--- src/design/sacl_pkg.sv ---
// sacl_pkg: shared types and codes for the set associative lru cache model
// depends on nothing
`default_nettype none
package sacl_pkg;
    localparam logic [1:0] OP_LOAD   = 2'd0;
    localparam logic [1:0] OP_STORE  = 2'd1;
    localparam logic [1:0] OP_MODIFY = 2'd2;
    localparam logic [1:0] OP_FETCH  = 2'd3;

    localparam logic [1:0] OUT_HIT   = 2'd0;
    localparam logic [1:0] OUT_FILL  = 2'd1;
    localparam logic [1:0] OUT_EVICT = 2'd2;
    localparam logic [1:0] OUT_IGN   = 2'd3;

    localparam logic [1:0] CFG_SET_BITS = 2'd0;
    localparam logic [1:0] CFG_OFF_BITS = 2'd1;
    localparam logic [1:0] CFG_WAYS     = 2'd2;

    localparam logic [2:0] RANK_MAX = 3'd7;
    localparam logic [31:0] CNT_MAX = 32'hFFFF_FFFF;

    typedef enum logic [1:0] {
        BK_CLEAR,
        BK_IDLE,
        BK_READ,
        BK_WRITE
    } bk_state_t;
endpackage
`default_nettype wire

--- src/design/sacl_front.sv ---
// sacl_front: accepts trace accesses, splits address into set and tag,
// pushes them into a two entry queue; uses sacl_pkg
`default_nettype none
module sacl_front #(
    parameter int SET_W = 8,
    parameter int TAG_WIDTH = 32
) (
    input  wire logic                 clk,
    input  wire logic                 rst_n,
    input  wire logic                 in_valid,
    output logic                      in_stall,
    input  wire logic [1:0]           operation,
    input  wire logic [63:0]          address,
    input  wire logic [3:0]           set_bits,
    input  wire logic [5:0]           off_bits,
    output logic                      q_valid,
    input  wire logic                 q_pop,
    output logic [1:0]                q_op,
    output logic [SET_W-1:0]          q_set,
    output logic [TAG_WIDTH-1:0]      q_tag
);
    import sacl_pkg::*;

    localparam int EW = 2 + SET_W + TAG_WIDTH;

    logic [EW-1:0] ent_reg [2];
    logic          rd_reg, rd_next, wr_reg, wr_next;
    logic [1:0]    cnt_reg, cnt_next;
    logic [4:0]    s;
    logic [6:0]    sb;
    logic [63:0]   tag_sh, set_sh, set_mask;
    logic          push;

    always_comb
    begin
        s = ({1'b0, set_bits} > 5'(SET_W)) ? 5'(SET_W) : {1'b0, set_bits};
        sb = 7'(s) + 7'(off_bits);
        tag_sh = sb[6] ? 64'd0 : (address >> sb[5:0]);
        set_sh = address >> off_bits;
        set_mask = (64'd1 << s) - 64'd1;
        set_sh = set_sh & set_mask;
    end

    assign in_stall = (cnt_reg == 2'd2);
    assign push     = in_valid && !in_stall;
    assign q_valid  = (cnt_reg != 2'd0);
    assign {q_op, q_set, q_tag} = ent_reg[rd_reg];

    always_comb
    begin
        rd_next  = rd_reg ^ (q_pop && q_valid);
        wr_next  = wr_reg ^ push;
        cnt_next = cnt_reg + 2'(push) - 2'(q_pop && q_valid);
    end

    always_ff @(posedge clk)
    begin
        if (push)
        begin
            ent_reg[wr_reg] <= {operation, set_sh[SET_W-1:0], tag_sh[TAG_WIDTH-1:0]};
        end
    end

    always_ff @(posedge clk or negedge rst_n)
    begin
        if (!rst_n)
        begin
            rd_reg  <= 1'b0;
            wr_reg  <= 1'b0;
            cnt_reg <= 2'd0;
        end
        else
        begin
            rd_reg  <= rd_next;
            wr_reg  <= wr_next;
            cnt_reg <= cnt_next;
        end
    end
endmodule
`default_nettype wire

--- config.mk ---
export PLATFORM = sky130hd
export DESIGN_NAME = sacl_front
export DESIGN_NICKNAME = d
export VERILOG_FILES = /design/src/design/sacl_pkg.sv /design/src/design/sacl_front.sv
export SDC_FILE = /design/constraint.sdc
export NUM_CORES = 1
export LEC_CHECK = 0
export BUFFER_PORTS_ARGS = -buffer_cell sky130_fd_sc_hd__buf_2
export CAP_MARGIN = 10
export CORE_MARGIN = 5
export CORE_UTILIZATION = 40
export DETAILED_ROUTE_END_ITERATION = 8
export HOLD_SLACK_MARGIN = 0.02
export PLACE_DENSITY_LB_ADDON = 0.25
export SYNTH_ARGS = -nofsm -noshare
export SYNTH_HDL_FRONTEND = slang
export SYNTH_SLANG_ARGS = --single-unit
--- constraint.sdc ---
create_clock -name clk -period 3.3 [get_ports clk]
set_clock_uncertainty 0.05 [all_clocks]
set_input_delay 0.495 -clock clk [delete_from_list [all_inputs] [get_ports clk]]
set_output_delay 0.495 -clock clk [all_outputs]
set_load 0.02 [all_outputs]
## Word-level counts from Yosys, hierarchy flattened

Memories as Yosys holds them, arrays and structs flattened.
Cells that the tools add are included.

- Bits in registers: 4
- Bits in writable memories: 84
- Bits of input ports: 80
- Output and inout bits: 44
- Logic and storage cells: 24
- Memories: 1

- Add/subtract/negate cells: 4
- $lt $le $gt $ge: 1
- Equality and inequality tests: 1
- Shifts and indexed selects: 3
- Multiplexer cells: 4
- Bitwise gates (word level): 3
- Reductions and logical operators: 4

Memories:

| name | depth | bits a word | read ports | clocked after Yosys merged registers in | write ports | RTL line | text |
|---|---|---|---|---|---|---|---|
| ent_reg | 2 | 42 | 1 | 0 | 1 | sacl_front.sv:26 | `logic [EW-1:0] ent_reg [2];` |

Operators with widths:

| operator | number |
|---|---|
| 64-bit by 6-bit >> shifter with 32-bit output | 1 |
| 64-bit by 6-bit >> shifter with 8-bit output | 1 |
| 32-bit 2-to-1 mux | 1 |
| 8-bit AND | 1 |
| 1-bit by 4-bit << shifter with 8-bit output, first input constant | 1 |
| 8-bit by 1-bit subtractor with 8-bit output, second input constant | 1 |
| 4-bit by 6-bit adder with 7-bit output | 1 |
| 4-bit greater-than comparator, second input constant | 1 |
| 4-bit 2-to-1 mux | 1 |
| 2-bit by 1-bit adder with 2-bit output | 1 |
| 2-bit == test, second input constant | 1 |
| 1-bit logical AND | 2 |
| 1-bit 2-to-1 mux | 2 |
| 2-bit nonzero test | 1 |
| 2-bit by 1-bit subtractor with 2-bit output | 1 |
| 1-bit XOR | 2 |
| 1-bit zero test | 1 |

## Longest topological paths before layout

- Depth in word-level cells: 5
- Mapped depth: 14

## Worst setup path before layout

OpenSTA, ideal clock, no wires.

- Path kind: input-to-reg
- Start: in off_bits[1]
- End: mem ent_reg[0][2] (netlist name), data pin
- Setup time: 0.260 ns
- Data arrival time: 3.343 ns
- Slack: -0.353 ns
- Cell stages on the path: 11
- Cells stage by stage: buf_4 inv_1 buf_4 buf_2 fa_1 buf_2 buf_2 mux4_2 mux2_2 mux4_2 a22o_1

- Cells in the longest elaborated chain, start to end: 3

Ends and longest elaborated chain:

| what | RTL line | text |
|---|---|---|
| start, declared | sacl_front.sv:15 | `input wire logic [5:0] off_bits,` |
| 4-bit by 6-bit adder with 7-bit output * | sacl_front.sv:37 | `sb = 7'(s) + 7'(off_bits);` |
| 64-bit by 6-bit >> shifter with 32-bit output | sacl_front.sv:38 | `tag_sh = sb[6] ? 64'd0 : (address >> sb[5:0]);` |
| 32-bit 2-to-1 mux * | sacl_front.sv:38 |  |
| net tag_sh[2] | sacl_front.sv:31 | `logic [63:0] tag_sh, set_sh, set_mask;` |
| end, declared | sacl_front.sv:26 |  |

The timed path passes the listed nets; every way through them passes the cells marked *.

## Worst setup path in the final report

- Start: in set_bits[3]
- End: mem ent_reg[0][12] (netlist name), data pin

- Cells in the longest elaborated chain, start to end: 5

Ends and longest elaborated chain:

| what | RTL line | text |
|---|---|---|
| start, declared | sacl_front.sv:14 | `input wire logic [3:0] set_bits,` |
| 4-bit greater-than comparator | sacl_front.sv:36 | `s = ({1'b0, set_bits} > 5'(SET_W)) ? 5'(SET_W) : {1'b0, set_bits};` |
| 4-bit 2-to-1 mux * | sacl_front.sv:36 |  |
| 4-bit by 6-bit adder with 7-bit output * | sacl_front.sv:37 |  |
| 64-bit by 6-bit >> shifter with 32-bit output | sacl_front.sv:38 |  |
| 32-bit 2-to-1 mux * | sacl_front.sv:38 |  |
| net tag_sh[12] | sacl_front.sv:31 |  |

Marked as above.

==> impl_metrics.tcl <==
set metrics [dict create \
    grt_usage_pct 24.3 \
    async_reset_ff_share_pct 4.55 \
    synthToLayoutAreaGrowth_pct 27.1 \
    yosysTopAreaCell "edfxtp_1" \
    wl_mm 36.4 \
    drc 0 \
    design_area_um2 13200 \
    drtIter0Drc 1160 \
    synth_ff_type "edfxtp_1" \
    placedCellCount 1490 \
    synth_area_leaders "edfxtp_1 24%, mux4_2 21%, mux2i_1 12%" \
    tns_ps 0 \
    cpPeakStageDelay_ps 660 \
    crit_path_frequent_cell "mux4_2" \
    status "complete, no violations" \
    endpoint "ent_reg[0][12]$_DFFE_PP_" \
    dr.pass1.iters 6 \
    criticalPathCategory "input port to flip-flop" \
    crit_chain "buf_8 > nor2b_4 > ha_4 > inv_2 > fa_2 > buf_12 > mux4_2 > mux4_2 > a221oi_1 > a211oi_2" \
    end_kind "flip-flop" \
    p_leak_nw 5.30 \
    cts_buffers 9 \
    routedWlPerCell_um 24.1 \
    port_buffers 123 \
    netlist_area_um2 10400 \
    synth_edf_count 84 \
    hpwlAfterDp_mm 28.5 \
    syn_inst 922 \
    synth.most_common_cell "mux2i_1" \
    rsz0062_at_grt "true" \
    antenna_found_initial 0 \
    final-instance-count-excl-fill 1510 \
    grt_pass1_wl_mm 55.4 \
    cp.required_ps 3300 \
    grt_max_degree 61 \
    critPathMaxFanout 8 \
    grt_pass1_vias 9374 \
    viasPerCell 6.37 \
    r2r-end "ent_reg[1][8]$_DFFE_PP_" \
    yosysWarnings 0 \
    reg2reg_depth 5 \
    rr_startpoint "cnt_reg[1]$_DFF_PN0_" \
    hold_violations 0 \
    critPathLaunchType "input port" \
    fill_cells 2343 \
    drv_cap 0 \
    ant_nets 0 \
    rrSetupSlack_ps 1400 \
    period_share_pct 99.2 \
    grt_overflow 0 \
    path_clk_slew_ps 60 \
    largest_reg_flops 84 \
    p_per_area_nw_per_um2 525 \
    htree_levels 3 \
    start_util_pct 40.2 \
    cp_data_arrival_time_ps 3270 \
    peakVddDrop_uv 406 \
    via_count 9623 \
    fmax_mhz 305 \
    cts_root_buf "clkbuf_16" \
    crit_slowest_cell "fa_2" \
    synth_seq_area_share_pct 25.3 \
    setup_viol 0 \
    io_pins 124 \
    placed_area_um2 12700 \
    cts_buffer_depth 2 \
    worst_pin_slew_ps 733 \
    synth_common_cells "124 x mux2i_1, 97 x mux4_2, 84 x edfxtp_1, 76 x mux2_2, 65 x nand2_1" \
    gp_congestion 1.04 \
    drive_gt1_share_pct 47.5 \
    avgSynthCellArea_um2 11.3 \
    ys_seq_elements 88 \
    cp-startpoint "set_bits[3]" \
    cts.sink_count 88 \
    synth_fp_nets 1012 \
    yosysTopAreaCellShare_pct 24.3 \
    antennaDiodeCount 0 \
    die_w_um 171 \
    final_nets 1262 \
    drv_slew 0 \
    layout_min_cycle_time_ps 3270 \
    netlist-cell-type-count 65 \
    min_path_type "input port to flip-flop" \
    num_rows 59 \
    maxSlewHeadroom_pct 51.1 \
    die_area_um2 29300 \
    die_height_um 171 \
    core_area_um2 25800 \
    clk_latency_ps 330 \
    cts_tree "built" \
]
[critical path, delay by kind of cell]
kind	cells	cell delay, ps
buffers and inverters	3	300
adders and majority gates	2	810
and+or+nand+nor	1	130
AOI/OAI and AO/OA	2	650
muxes	2	900
[area by class of cell]
cell class	instances	area, um^2	share of cell area, %
tap	335	419	3.17
timing repair buffer	326	2440	18.5
clock inverter	3	45.0	0.341
multi-input combinational	729	7370	55.8
sequential	88	2620	19.9
inverter	18	67.6	0.512
clock buffer	11	233	1.76
[placed cells by master, fill, tap and decap left out, drive strengths merged, types with 13 or more instances in the layout]
cell type / Yosys / routed
a211oi: 20 / 20
a21oi: 56 / 56
and2: 15 / 15
buf: 64 / 323
clkbuf: 23 / 13
edfxtp: 84 / 84
inv: 18 / 18
mux2: 76 / 76
mux2i: 124 / 124
mux4: 114 / 114
nand2: 66 / 66
nand3: 36 / 36
nor2: 34 / 34
nor3: 14 / 14
o21ai: 36 / 36
[report_power, final]
group / leakage, nW / total [mW] / switching (mW) / internal (mW)
Combinational: 4.34 / 4.21 / 2.26 / 1.95
Clock: 0.128 / 0.966 / 0.388 / 0.578
Sequential: 0.837 / 1.76 / 0.112 / 1.65
Total: 5.30 / 6.93 / 2.76 / 4.18
[worst min-delay path by stage]
stage / from / end / cells past startpoint
global route: operation[1] / ent_reg[0][41]$_DFFE_PP_ / 1
global placement: rst_n / cnt_reg[1]$_DFF_PN0_ / 1
finish: operation[0] / ent_reg[0][40]$_DFFE_PP_ / 1
detailed placement: rst_n / wr_reg$_DFF_PN0_ / 1
floorplan: rst_n / cnt_reg[0]$_DFF_PN0_ / 0
CTS: operation[0] / ent_reg[0][40]$_DFFE_PP_ / 1
[kinds of logic (layout without fill, tap and decap cells)]
group,after synthesis,count (layout),share of synthesized area (%)
muxes,314,314,45.5
AOI/OAI and AO/OA,196,196,12.3
buffers and inverters,105,358,5.30
and+or+nand+nor,201,201,9.39
xor gates and xnor gates,8,8,0.928
DFF,88,88,25.3
adders and majority gates,10,10,1.28
[through the flow]
step / setup WS, ps / power, mW / hold WS, ps / utilization (%)
finish: 25.7 / 6.93 / 307 / 51.1
global route: -7.64 / 7.30 / 304 / 51.1
CTS: -7.98 / 6.85 / 292 / 50.4
detailed placement: -417 / 5.85 / 260 / 49.1
global placement: -373 / 5.82 / 258 / 49.1
floorplan: -19.5 / 4.29 / 149 / -
[metal layers]
layer / share of wire [%] / global-route usage [%] / vias to the layer above / wire [um]
li1: - / - / 4243 / -
met4: 4.1 / 9.20 / 0 / 1490
met2: 46 / 38.0 / 528 / 16800
met1: 42 / 35.2 / 4758 / 15500
met3: 7.2 / 2.22 / 94 / 2630
met5: 0 / 0 / - / 0
[repair_timing]
action                                  CTS  global route
gates cloned                              1             2
pin swaps                                 0             6
buffers inserted                          0             3
endpoints found under the setup margin    6            58
resized for setup                         1            32
endpoints found under the hold margin     4             0
hold buffers                              1             0
(Power assumes the default switching activity.)
